===== src/rtl/reorder_buffer_cumulative_ack_unit_defines.svh =====
// Assertion macros shared by the reorder buffer RTL.
`ifndef REORDER_BUFFER_CUMULATIVE_ACK_UNIT_DEFINES_SVH
`define REORDER_BUFFER_CUMULATIVE_ACK_UNIT_DEFINES_SVH

// Same-cycle implication, checked outside reset.
`define RBCA_ASSERT_IMPL(label, clk, rst_n, ante, cons) \
  label: assert property (@(posedge clk) disable iff (!rst_n) (ante) |-> (cons)) \
    else $error("reorder buffer check failed");

// Next-cycle implication, checked outside reset.
`define RBCA_ASSERT_NEXT(label, clk, rst_n, ante, cons) \
  label: assert property (@(posedge clk) disable iff (!rst_n) (ante) |=> (cons)) \
    else $error("reorder buffer check failed");

`endif


===== src/rtl/rbca_pkg.sv =====
// Types and constants of the reorder buffer with cumulative ack.
package rbca_pkg;

  localparam int WINDOW = 32;
  localparam int SLOT_W = $clog2(WINDOW);

  localparam int CFG_AW = 3;
  localparam logic [15:0] IDLE_LIMIT_RST = 16'd60;
  localparam logic REG_IDLE_LIMIT = 1'b0;

  localparam logic CMD_DATA = 1'b0;
  localparam logic CMD_TICK = 1'b1;

  localparam logic KIND_DELIVER = 1'b0;
  localparam logic KIND_ACK     = 1'b1;

  typedef struct packed {
    logic        cmd;
    logic [31:0] seq;
    logic [15:0] payload_tag;
    logic [14:0] payload_len;
  } in_item_t;

  typedef struct packed {
    logic        kind;
    logic [15:0] out_tag;
    logic [14:0] out_len;
    logic [31:0] ack_seq;
    logic        last;
  } result_t;

  typedef struct packed {
    logic [15:0] tag;
    logic [14:0] len;
  } slot_entry_t;

  typedef struct packed {
    logic sess_open;
    logic any_full;
  } seq_status_t;

endpackage


===== src/rtl/rbca_slot_mem.sv =====
// Slot store: parked payload handles and lengths, one write and one registered read port.
module rbca_slot_mem (
  input  logic                       clk,
  input  logic                       we,
  input  logic [rbca_pkg::SLOT_W-1:0] waddr,
  input  rbca_pkg::slot_entry_t      wdata,
  input  logic                       re,
  input  logic [rbca_pkg::SLOT_W-1:0] raddr,
  output rbca_pkg::slot_entry_t      rdata
);
  import rbca_pkg::*;

  slot_entry_t mem [WINDOW];
  slot_entry_t rdata_r;

  always_ff @(posedge clk) begin
    if (we) begin
      mem[waddr] <= wdata;
    end
  end

  always_ff @(posedge clk) begin
    if (re) begin
      rdata_r <= mem[raddr];
    end
  end

  assign rdata = rdata_r;

endmodule


===== src/rtl/rbca_seq.sv =====
// Sequencer: session state, slot flags, park and drain over the slot store.
module rbca_seq (
  input  logic                  clk,
  input  logic                  rst_n,
  input  logic [15:0]           idle_limit,
  input  logic                  in_valid,
  output logic                  in_stall,
  input  rbca_pkg::in_item_t    in_data,
  input  logic                  emit_ok,
  output logic                  emit,
  output rbca_pkg::result_t     result,
  output rbca_pkg::seq_status_t status
);
  import rbca_pkg::*;

  localparam logic [1:0] ST_IDLE    = 2'd0;
  localparam logic [1:0] ST_DELIVER = 2'd1;
  localparam logic [1:0] ST_DRAIN   = 2'd2;
  localparam logic [1:0] ST_ACK     = 2'd3;

  localparam logic [SLOT_W-1:0] HEAD_LAST = SLOT_W'(WINDOW - 1);
  localparam logic [SLOT_W:0]   WIN_SUM   = (SLOT_W + 1)'(WINDOW);

  logic [1:0]        state_r, state_nxt;
  logic [31:0]       next_exp_r, next_exp_nxt;
  logic [SLOT_W-1:0] head_r, head_nxt;
  logic [WINDOW-1:0] full_r, full_nxt;
  logic [15:0]       idle_r, idle_nxt;
  logic              open_r, open_nxt;
  logic [15:0]       tag_r, tag_nxt;
  logic [14:0]       len_r, len_nxt;

  logic              accept;
  logic [SLOT_W-1:0] head_inc;
  logic [31:0]       seq_gap;
  logic              in_win;
  logic [SLOT_W:0]   park_sum;
  logic [SLOT_W-1:0] park_slot;
  logic [15:0]       idle_cnt;

  logic              mem_we;
  logic              mem_re;
  slot_entry_t       mem_wdata;
  slot_entry_t       mem_rdata;

  rbca_slot_mem u_slot_mem (
    .clk   (clk),
    .we    (mem_we),
    .waddr (park_slot),
    .wdata (mem_wdata),
    .re    (mem_re),
    .raddr (head_inc),
    .rdata (mem_rdata)
  );

  assign in_stall = !((state_r == ST_IDLE) || ((state_r == ST_ACK) && emit_ok));
  assign accept   = in_valid && !in_stall;
  assign head_inc = (head_r == HEAD_LAST) ? '0 : head_r + SLOT_W'(1);

  assign seq_gap   = in_data.seq - next_exp_r;
  assign in_win    = (seq_gap != 32'd0) && (seq_gap < 32'(WINDOW));
  assign park_sum  = {1'b0, head_r} + {1'b0, seq_gap[SLOT_W-1:0]};
  assign park_slot = (park_sum >= WIN_SUM) ? SLOT_W'(park_sum - WIN_SUM)
                                           : park_sum[SLOT_W-1:0];
  assign idle_cnt  = (idle_r != 16'hFFFF) ? idle_r + 16'd1 : idle_r;

  assign mem_wdata.tag = in_data.payload_tag;
  assign mem_wdata.len = in_data.payload_len;

  assign status.sess_open = open_r;
  assign status.any_full  = |full_r;

  always_comb begin
    state_nxt    = state_r;
    next_exp_nxt = next_exp_r;
    head_nxt     = head_r;
    full_nxt     = full_r;
    idle_nxt     = idle_r;
    open_nxt     = open_r;
    tag_nxt      = tag_r;
    len_nxt      = len_r;
    emit         = 1'b0;
    result       = '0;
    mem_we       = 1'b0;
    mem_re       = 1'b0;

    case (state_r)
      ST_IDLE, ST_ACK: begin
        if ((state_r == ST_ACK) && emit_ok) begin
          emit           = 1'b1;
          result.kind    = KIND_ACK;
          result.ack_seq = next_exp_r - 32'd1;
          result.last    = 1'b1;
          state_nxt      = ST_IDLE;
        end
        if (accept) begin
          if (in_data.cmd == CMD_TICK) begin
            if (open_r) begin
              if (idle_cnt >= idle_limit) begin
                next_exp_nxt = '0;
                head_nxt     = '0;
                full_nxt     = '0;
                idle_nxt     = '0;
                open_nxt     = 1'b0;
              end else begin
                idle_nxt = idle_cnt;
              end
            end
          end else begin
            open_nxt = 1'b1;
            idle_nxt = '0;
            tag_nxt  = in_data.payload_tag;
            len_nxt  = in_data.payload_len;
            if (seq_gap == 32'd0) begin
              state_nxt = ST_DELIVER;
            end else begin
              // park in the ring slot if inside the window, unless a first copy already sits there
              if (in_win && !full_r[park_slot]) begin
                mem_we              = 1'b1;
                full_nxt[park_slot] = 1'b1;
              end
              state_nxt = ST_ACK;
            end
          end
        end
      end
      ST_DELIVER: begin
        if ((len_r == 15'd0) || emit_ok) begin
          emit           = (len_r != 15'd0);
          result.kind    = KIND_DELIVER;
          result.out_tag = tag_r;
          result.out_len = len_r;
          next_exp_nxt   = next_exp_r + 32'd1;
          head_nxt       = head_inc;
          mem_re         = 1'b1;
          state_nxt      = full_r[head_inc] ? ST_DRAIN : ST_ACK;
        end
      end
      ST_DRAIN: begin
        if ((mem_rdata.len == 15'd0) || emit_ok) begin
          emit             = (mem_rdata.len != 15'd0);
          result.kind      = KIND_DELIVER;
          result.out_tag   = mem_rdata.tag;
          result.out_len   = mem_rdata.len;
          full_nxt[head_r] = 1'b0;
          next_exp_nxt     = next_exp_r + 32'd1;
          head_nxt         = head_inc;
          mem_re           = 1'b1;
          state_nxt        = full_r[head_inc] ? ST_DRAIN : ST_ACK;
        end
      end
      default: begin
        state_nxt = ST_IDLE;
      end
    endcase
  end

  always_ff @(posedge clk) begin
    if (!rst_n) begin
      state_r    <= ST_IDLE;
      next_exp_r <= '0;
      head_r     <= '0;
      full_r     <= '0;
      idle_r     <= '0;
      open_r     <= 1'b0;
    end else begin
      state_r    <= state_nxt;
      next_exp_r <= next_exp_nxt;
      head_r     <= head_nxt;
      full_r     <= full_nxt;
      idle_r     <= idle_nxt;
      open_r     <= open_nxt;
    end
  end

  always_ff @(posedge clk) begin
    tag_r <= tag_nxt;
    len_r <= len_nxt;
  end

endmodule


===== src/rtl/reorder_buffer_cumulative_ack_unit.sv =====
// Top level of the reorder buffer: request channels, config port, result register.
// Receiver reorder buffer for one sliding-window session.
// Input channel (in_valid / in_stall / in_data): each request is either a data
// packet (sequence number, payload handle, length) or an idle tick. A data
// packet yields zero or more in-order deliveries followed by one cumulative
// ack (last = 1). Ticks yield nothing.
// Result channel (out_valid / out_stall / out_data): one registered result
// stage; a new result loads as the held one leaves, so the request side keeps
// working while a result waits.
// Timing: an in-order packet passes through acceptance and then delivery, the ack
// overlapping with acceptance of the next request; a parked, duplicate or
// out-of-window packet goes straight to the ack state, and a tick leaves the
// sequencer idle. Each parked successor drained after a gap takes a pass through
// the drain state, paced by the registered read of the slot store, which is read
// one slot ahead of the drain.
// While the receiver stalls, results hold in the output register and the
// sequencer waits; zero-length payloads advance without a result.
// Reset: expected sequence 0, all slots empty, session closed, idle_limit 60.
// idle_limit sits at APB byte address 0.
module reorder_buffer_cumulative_ack_unit (
  input  logic                            clk,
  input  logic                            rst_n,
  input  logic                            in_valid,
  output logic                            in_stall,
  input  rbca_pkg::in_item_t              in_data,
  output logic                            out_valid,
  input  logic                            out_stall,
  output rbca_pkg::result_t               out_data,
  input  logic                            psel,
  input  logic                            penable,
  input  logic                            pwrite,
  input  logic [rbca_pkg::CFG_AW-1:0]     paddr,
  input  logic [31:0]                     pwdata,
  output logic [31:0]                     prdata,
  output logic                            pready
);
  import rbca_pkg::*;
`include "reorder_buffer_cumulative_ack_unit_defines.svh"

  logic [15:0] idle_limit_r, idle_limit_nxt;
  logic        out_valid_r, out_valid_nxt;
  result_t     out_data_r;
  logic        emit_ok;
  logic        emit;
  result_t     result;
  seq_status_t status;
  logic        cfg_wr;
  logic        deliver_out;
  logic        data_accept;

  // config port: single register, always ready
  assign pready = 1'b1;
  assign cfg_wr = psel && penable && pwrite && pready;
  assign prdata = (paddr[2] == REG_IDLE_LIMIT) ? {16'd0, idle_limit_r} : 32'd0;

  always_comb begin
    idle_limit_nxt = idle_limit_r;
    if (cfg_wr && (paddr[2] == REG_IDLE_LIMIT)) begin
      idle_limit_nxt = pwdata[15:0];
    end
  end

  rbca_seq u_seq (
    .clk        (clk),
    .rst_n      (rst_n),
    .idle_limit (idle_limit_r),
    .in_valid   (in_valid),
    .in_stall   (in_stall),
    .in_data    (in_data),
    .emit_ok    (emit_ok),
    .emit       (emit),
    .result     (result),
    .status     (status)
  );

  // load a new result when the register is empty or its result leaves now
  assign emit_ok = !out_valid_r || !out_stall;

  always_comb begin
    out_valid_nxt = out_valid_r;
    if (emit) begin
      out_valid_nxt = 1'b1;
    end else if (!out_stall) begin
      out_valid_nxt = 1'b0;
    end
  end

  always_ff @(posedge clk) begin
    if (!rst_n) begin
      idle_limit_r <= IDLE_LIMIT_RST;
      out_valid_r  <= 1'b0;
    end else begin
      idle_limit_r <= idle_limit_nxt;
      out_valid_r  <= out_valid_nxt;
    end
  end

  always_ff @(posedge clk) begin
    if (emit) begin
      out_data_r <= result;
    end
  end

  assign out_valid = out_valid_r;
  assign out_data  = out_data_r;

  assign deliver_out = out_valid_r && (out_data_r.kind == KIND_DELIVER);
  assign data_accept = in_valid && !in_stall && (in_data.cmd == CMD_DATA);

  `RBCA_ASSERT_IMPL(a_emit_room, clk, rst_n, emit, !out_valid_r || !out_stall)
  `RBCA_ASSERT_IMPL(a_deliver_nonzero, clk, rst_n, deliver_out, out_data_r.out_len != 15'd0)
  `RBCA_ASSERT_IMPL(a_closed_empty, clk, rst_n, !status.sess_open, !status.any_full)
  `RBCA_ASSERT_NEXT(a_data_opens, clk, rst_n, data_accept, status.sess_open)

endmodule


===== config.mk =====
export PLATFORM = sky130hd
export DESIGN_NAME = reorder_buffer_cumulative_ack_unit
export DESIGN_NICKNAME = d
export VERILOG_FILES = /design/src/rtl/rbca_pkg.sv /design/src/rtl/rbca_slot_mem.sv /design/src/rtl/rbca_seq.sv /design/src/rtl/reorder_buffer_cumulative_ack_unit.sv
export VERILOG_INCLUDE_DIRS = /design/src /design/src/rtl
export SDC_FILE = /design/constraint.sdc
export NUM_CORES = 2
export LEC_CHECK = 0
export BUFFER_PORTS_ARGS = -buffer_cell sky130_fd_sc_hd__buf_2
export CAP_MARGIN = 20
export CORE_ASPECT_RATIO = 1.2
export CORE_MARGIN = 3
export CORE_UTILIZATION = 50
export DETAILED_ROUTE_END_ITERATION = 12
export PLACE_DENSITY = 0.69
export RECOVER_POWER = 50
export SLEW_MARGIN = 15
export SYNTH_ARGS = -nofsm -noshare
export SYNTH_HDL_FRONTEND = slang
export SYNTH_SLANG_ARGS = --single-unit
export TNS_END_PERCENT = 30

===== constraint.sdc =====
create_clock -name clk -period 6.2 [get_ports clk]
set_clock_uncertainty 0.2 [all_clocks]
set_input_delay 0.31 -clock clk [delete_from_list [all_inputs] [get_ports clk]]
set_output_delay 0.31 -clock clk [all_outputs]
set_load 0.01 [all_outputs]

# [Word-level counts from Yosys, hierarchy flattened]
# Memory sizes are Yosys's and may differ from the RTL's. A register that Yosys moved wholly into a read port is not among the register bits.
# Cells that the tools add are included.
[classes] addsub=7 n_lt_le_gt_ge=8 eq_ne=17 mux=67 n_bitwise=5 n_reduce_logical=33
[ops] cell="$mux W32" n=11
[ops] cell="$pmux W32 S3" n=1
[ops] cell="$mux W16" n=5
[ops] cell="$pmux W32 S2" n=1
[ops] cell="$mux W31" n=2
[ops] cell="$pmux W31 S2" n=1
[ops] cell="$mux W5" n=8
[ops] cell="$add A32 B1 Y32 const B" n=1
[ops] cell="$and A32 B32 Y32" n=1
[ops] cell="$logic_not A32 Y1" n=1
[ops] cell="$lt A32 B6 Y1 const B" n=1
[ops] cell="$not A32 Y32" n=1
[ops] cell="$or A32 B32 Y32" n=1
[ops] cell="$reduce_bool A32 Y1" n=1
[ops] cell="$sub A32 B1 Y32 const B" n=1
[ops] cell="$sub A32 B32 Y32" n=1
[ops] cell="$logic_not A15 Y1" n=2
[ops] cell="$reduce_bool A15 Y1" n=2
[ops] cell="$mux W1" n=23
[ops] cell="$lt A5 B6 Y1 const B" n=3
[ops] cell="$add A16 B1 Y16 const B" n=1
[ops] cell="$ge A16 B16 Y1" n=1
[ops] cell="$ne A16 B16 Y1 const B" n=1
[ops] cell="$pmux W5 S3" n=1
[ops] cell="other kinds (29)" n=65
[totals] ff_bits=201 ramBits=992 in_bits=106 output_inout_bits=100 word_cells=153 n_memories=1
[memory_table] name="u_seq.u_slot_mem.mem" words=32 width=31 read_ports=1 rd_ports_with_merged_regs=1 wr=1 line_no="rbca_slot_mem.sv:13" rtl="slot_entry_t mem [WINDOW];"

# [Depth between registers and ports, before layout]
[depth] ltp_word=15 ltp_mapped=23 mapped_depth_nobuf=21

# [Modules after synthesis]
# Synthesis repeated with hierarchy kept, for this count alone.
[unflattened] hier_cells=3663 area_unflattened_um2=52784.4
[modules_own_cells] module="rbca_slot_mem" n_inst=1 cells_per_inst=2192 area_each_um2=39474.1 seq_area_each_um2=30719.5
[modules_own_cells] module="rbca_seq" n_inst=1 cells_per_inst=1296 area_each_um2=10396.2 seq_area_each_um2=2692.6
[modules_own_cells] module="reorder_buffer_cumulative_ack_unit" n_inst=1 cells_per_inst=175 area_each_um2=2914.0 seq_area_each_um2=2292.2

# [Worst setup path after synthesis]
# Ideal clock, no wire load.
[synth_path] kind="flip-flop to flip-flop" from="register u_seq.next_exp_r[0]" to="memory u_seq.u_slot_mem.mem[29][0] (netlist bit) (enable)" setup_ps=419 arrival_time_ps=5322 required_ps=5581 path_slack_ps=259 stages_incl_launch_ff=15 path_buffers=2 synth_period_minus_slack_ps=5941 cell_sequence="dfxtp_1 -> ha_1 -> fa_1 -> fa_1 -> clkbuf_1 -> mux4_2 -> mux2i_1 -> o21ai_0 -> o21a_1 -> or4_1 -> nor4_1 -> nand4_1 -> or2_2 -> clkbuf_1 -> nor2_1"
[synth_via] elab_chain_len=15 elab_cells_between_ends=20 cone_classes="add/sub: 3; order compare: 2; mux: 10; reduce/logical: 5"
[synth_lines] item="start: declaration" line_no="rbca_seq.sv:25" rtl="logic [31:0] next_exp_r, next_exp_nxt;"
[synth_lines] item="start signal: assignment" line_no="rbca_seq.sv:168" rtl="next_exp_r <= next_exp_nxt;"
[synth_lines] item="$sub A32 B32 Y32 *" line_no="rbca_seq.sv:60" rtl="assign seq_gap = in_data.seq - next_exp_r;"
[synth_lines] item="$add A5 B5 Y6" line_no="rbca_seq.sv:62" rtl="assign park_sum = {1'b0, head_r} + {1'b0, seq_gap[SLOT_W-1:0]};"
[synth_lines] item="$sub A5 B1 Y5 or $ge A6 B6 Y1 (tied branches)" line_no="rbca_seq.sv:63" rtl="assign park_slot = (park_sum >= WIN_SUM) ? SLOT_W'(park_sum - WIN_SUM)"
[synth_lines] item="$mux W5" line_no="rbca_seq.sv:63"
[synth_lines] item="$bmux W1 S5" line_no="rbca_seq.sv:118" rtl="if (in_win && !full_r[park_slot]) begin"
[synth_lines] item="$mux W1 (not written as such)" line_no="rbca_seq.sv:118"
[synth_lines] item="$logic_not A1 Y1" line_no="rbca_seq.sv:118"
[synth_lines] item="$logic_and A1 B1 Y1" line_no="rbca_seq.sv:118"
[synth_lines] item="$mux W1" line_no="rbca_seq.sv:118"
[synth_lines] item="$mux W1" line_no="rbca_seq.sv:114" rtl="if (seq_gap == 32'd0) begin"
[synth_lines] item="$mux W1" line_no="rbca_seq.sv:97" rtl="if (in_data.cmd == CMD_TICK) begin"
[synth_lines] item="$mux W1" line_no="rbca_seq.sv:96" rtl="if (accept) begin"
[synth_lines] item="$mux W1" line_no="rbca_seq.sv:87" rtl="case (state_r)"
[synth_lines] item="$mux W1" line_no="rbca_slot_mem.sv:17" rtl="if (we) begin"
[synth_lines] item="$mux W1 (not written as such)" line_no="rbca_slot_mem.sv:18" rtl="mem[waddr] <= wdata;"
[synth_lines] item="end: declaration" line_no="rbca_slot_mem.sv:13"
# Every way passes the cells marked *; elsewhere a longest branch is shown, timed or not. The select of a mux whose other input is x is not followed.

# [Worst setup path in the final report]
[layout_path] from="register u_seq.next_exp_r[0]" to="memory u_seq.u_slot_mem.mem[30][26] (netlist bit) (enable)"
# Same word-level chain as after synthesis.

==> run_results.csv <==
group,metric,value,unit
setup_path,crit_slowest_cell,"fa_1",
hold_path,hp-class,"input pin to register",
timing,rsz0062_at_grt,"false",
setup_path,crit_chain,"ha_1 -> fa_1 -> fa_1 -> mux4_2 -> mux2i_1 -> o211ai_1 -> o21a_1 -> or4_1 -> nor4_1 -> buf_4 -> nand3_1 -> or3_1 -> nor2_4 -> buf_4",
setup_path,required,6330,ps
power,ir_worst_vdd,0.3417,mV
route,vias,30720,
final_layout,design_area,58600,µm²
clocking,cts_sinks,1223,
final_layout,syn_to_final_growth,14.46,%
synth,synth_edf_count,1118,
clocking,cts.reportedPaths.clkPinSlew,60,ps
power,comb_power_share,25.2,%
synth,yosysWarnings,0,
route,viasPerCell,6.259,
clocking,cts_inserted_buffers,116,
setup_path,crit_fanout,19,
clocking,cts.path.max_buffers,3,
synth,synth_ff_type,"edfxtp_1",
global_routing,grt_pass1_wl,188500,µm
synth,yosysMostFrequentCell,"edfxtp_1",
synth,synthArstFlopShare,0,%
place,placed_area,54360,µm²
place,place_congestion,0.9147,
setup_path,start_kind,"register",
timing,timing.fmax,0.1712,GHz
setup_path,path_delay_family,"simple AND/OR/NAND/NOR gates",
synth,syn_avg_cell_area,15.84,µm²
run_status,violations,"capacitance limit, slew limit",
timing,final-hold-violation-count,0,
setup_path,path_buf_inv,2,
clocking,clk_latency,700,ps
route,drt_iter0_markers,3052,
clocking,postCtsSetupRepairBufs,0,
timing,setup_viol,0,
job,max_cap_viol_count,17,
timing,relSlewSlack,-86.98,%
final_layout,fin_util,58.17,%
hold_path,hold_start,"rst_n",
synth,syn-cell-area,51200,µm²
setup_path,crit_start,"u_seq.next_exp_r[0]",
synth,synthDistinctLibCells,79,
synth,yosys-top-cells-count,"1118 x edfxtp_1, 199 x mux4_2, 189 x clkbuf_1",
place,dp_hpwl,75770,µm
setup_path,cp.arrival,5970,ps
run_status,status,"complete, but fails checks",
floorplanning,num_rows,127,
route,routedWlPerCell,25.79,µm
power,pwr-share-clk,31.7,%
power,intPower,0.01581,W
place,numPlacedInstances,4634,
floorplanning,ioPinCount,206,
setup_path,slowest_delay,850,ps
floorplanning,dieArea,106300,µm²
synth,synthCells,3233,
power,leakage,18.12,nW
synth,ys_seq_area_share,69.68,%
power,swShare,30.01,%
global_routing,grt_max_degree,113,
place,port_buffers,170,
final_layout,nNetsFinal,3623,
final_layout,nFillCells,7661,
timing,slew_violations,543,
synth,synthTopCellsByArea,"edfxtp_1 66%, mux4_2 8.8%, dfxtp_1 4.1%",
route,antenna_left,0,
setup_path,crit_type,"register to register",
route,wirelength,126600,µm
final_layout,final_cells,4908,
synth,yosys.area.top_type_share,65.57,%
timing,period_needed,5841,ps
floorplanning,initial_core_util,50.82,%
floorplanning,die_height,356.5,µm
route,dr.pass1.iters,7,
floorplanning,die_w,298.1,µm
global_routing,gr-total-overflow,0,
power,p_sw,0.006778,W
timing,fin_crit_sh,94.21,%
clocking,cts_max_level,3,
synth,ys_ff_latch,1223,
floorplanning,core_area,100700,µm²
synth,yosysTopAreaCell,"edfxtp_1",
clocking,cts_tree,"yes",
timing,tns,0,ps
global_routing,antenna_found_initial,2,
global_routing,track_usage,23.46,%
timing,worst_pin_slew,2805,ps
final_layout,drive_gt1_share,18.01,%
route,drc_errors,0,
power,p_seq_share,43.1,%
setup_path,r2r_start,"u_seq.next_exp_r[0]",
power,powerDensity,385.5,nW/µm²
clocking,clockRootBuffer,"clkbuf_16",
global_routing,grt_pass1_vias,30310,
setup_path,end_kind,"register",
==> sequential cells by signal, summed over array words and instances (netlist names) <==
register and cells:
u_seq.state_r 2, u_seq.u_slot_mem.mem 992, idle_limit_r 16, out_valid 1
u_seq.open_r 1, u_seq.full_r 32, u_seq.tag_r 16, u_seq.idle_r 16
u_seq.u_slot_mem.rdata 31, u_seq.len_r 15, u_seq.next_exp_r 32, out_data 64
u_seq.head_r 5
==> cell families after synthesis <==
group	count (synthesis)	share of synthesized area (%)
muxes	238	9.602
buffers and inverters	325	2.566
DFF	1223	69.68
xor gates and xnor gates	82	1.403
adders and majority gates	65	1.618
AOI/OAI and AO/OA	770	10.15
other	2	0.01467
and+or+nand+nor	528	4.968
==> routing by layer <==
layer,part of all wire [%],vias up,track usage [%]
met5,0.010,-,0
met4,2.9,2,7.771
met3,7.9,231,4.242
met2,49,1362,38.91
met1,40,15660,31.69
li1,-,13470,-
==> layout make-up <==
cell class	instances	area (µm²)	area share (%)
Sequential cell	1223	35670	60.88
Antenna cell	5	12.51	0.02135
Clock inverter	83	857.1	1.463
Timing Repair Buffer	331	2475	4.223
Tap cell	1354	1694	2.891
Inverter	80	307.8	0.5252
Multi-Input combinational cell	1700	14580	24.87
Clock buffer	132	3004	5.126
==> power by group through the flow <==
| stage | registers [W] | logic, W | clock network [W] |
|---|---|---|---|
| after floorplan | 0.00995 | 0.00362 | 0 |
| after global placement | 0.00988 | 0.00565 | 0 |
| after detailed placement | 0.00988 | 0.00569 | 0 |
| after CTS | 0.00972 | 0.00576 | 0.00728 |
| after global routing | 0.00977 | 0.00610 | 0.00760 |
| final | 0.00974 | 0.00568 | 0.00716 |
==> final timing paths <==
path	to	slack, ps	cells past startpoint
worst min-delay path	u_seq.idle_r[0]	60	4
worst max-delay path	u_seq.u_slot_mem.mem[30][26]	360	14
worst min register to register	idle_limit_r[7]	260	2
worst max register to register	u_seq.u_slot_mem.mem[30][26]	360	14
==> tightest hold or removal path, delay by kind of cell <==
| kind | cells | cell delay, ps |
|---|---|---|
| buf+inv | 2 | 380 |
| simple gates | 1 | 130 |
| compound gates | 1 | 60 |
==> cell usage in the layout (no fill, tap or decap), types with 15 or more instances in the layout <==
master / count
edfxtp_1: 1118
mux4_2: 199
o21ai_0: 181
nor2_1: 137
clkbuf_1: 129
o22ai_1: 124
o221ai_1: 124
nand2_1: 117
clkbuf_16: 117
dfxtp_1: 105
a21oi_1: 88
inv_1: 78
buf_4: 69
xnor2_1: 65
ha_1: 61
buf_2: 56
dlygate4sd3_1: 54
nand3_1: 43
a22oi_1: 43
nor2b_1: 41
mux2_2: 35
nor2_4: 34
buf_12: 34
nor3_1: 28
o311ai_0: 27
clkinv_1: 27
nand4_1: 23
a2111oi_0: 23
clkinv_2: 23
a21o_1: 21
nor4_1: 18
xor2_1: 17
o211ai_1: 17
o21ai_1: 17
a31oi_1: 17
conb_1: 17
nand2b_1: 16
a211oi_1: 15
or3_1: 15
bufinv_16: 15
==> per-stage QoR <==
| stage | worst slack (ps) | total power, W | hold slack (ps) |
|---|---|---|---|
| after floorplan | 258.9 | 0.01357 | 208.9 |
| after global placement | 447.5 | 0.01553 | 241.2 |
| after detailed placement | 439.4 | 0.01558 | 248.1 |
| after CTS | 405.2 | 0.02276 | 19.66 |
| after global routing | 49.79 | 0.02347 | 57.66 |
| final | 359.3 | 0.02259 | 56.10 |
==> timing repair <==
| action | CTS | global route |
|---|---|---|
| hold buffers | 54 | 0 |
| resized for setup | 0 | 0 |
| hold endpoints to repair | 980 | 0 |
(Power assumes the default switching activity.)
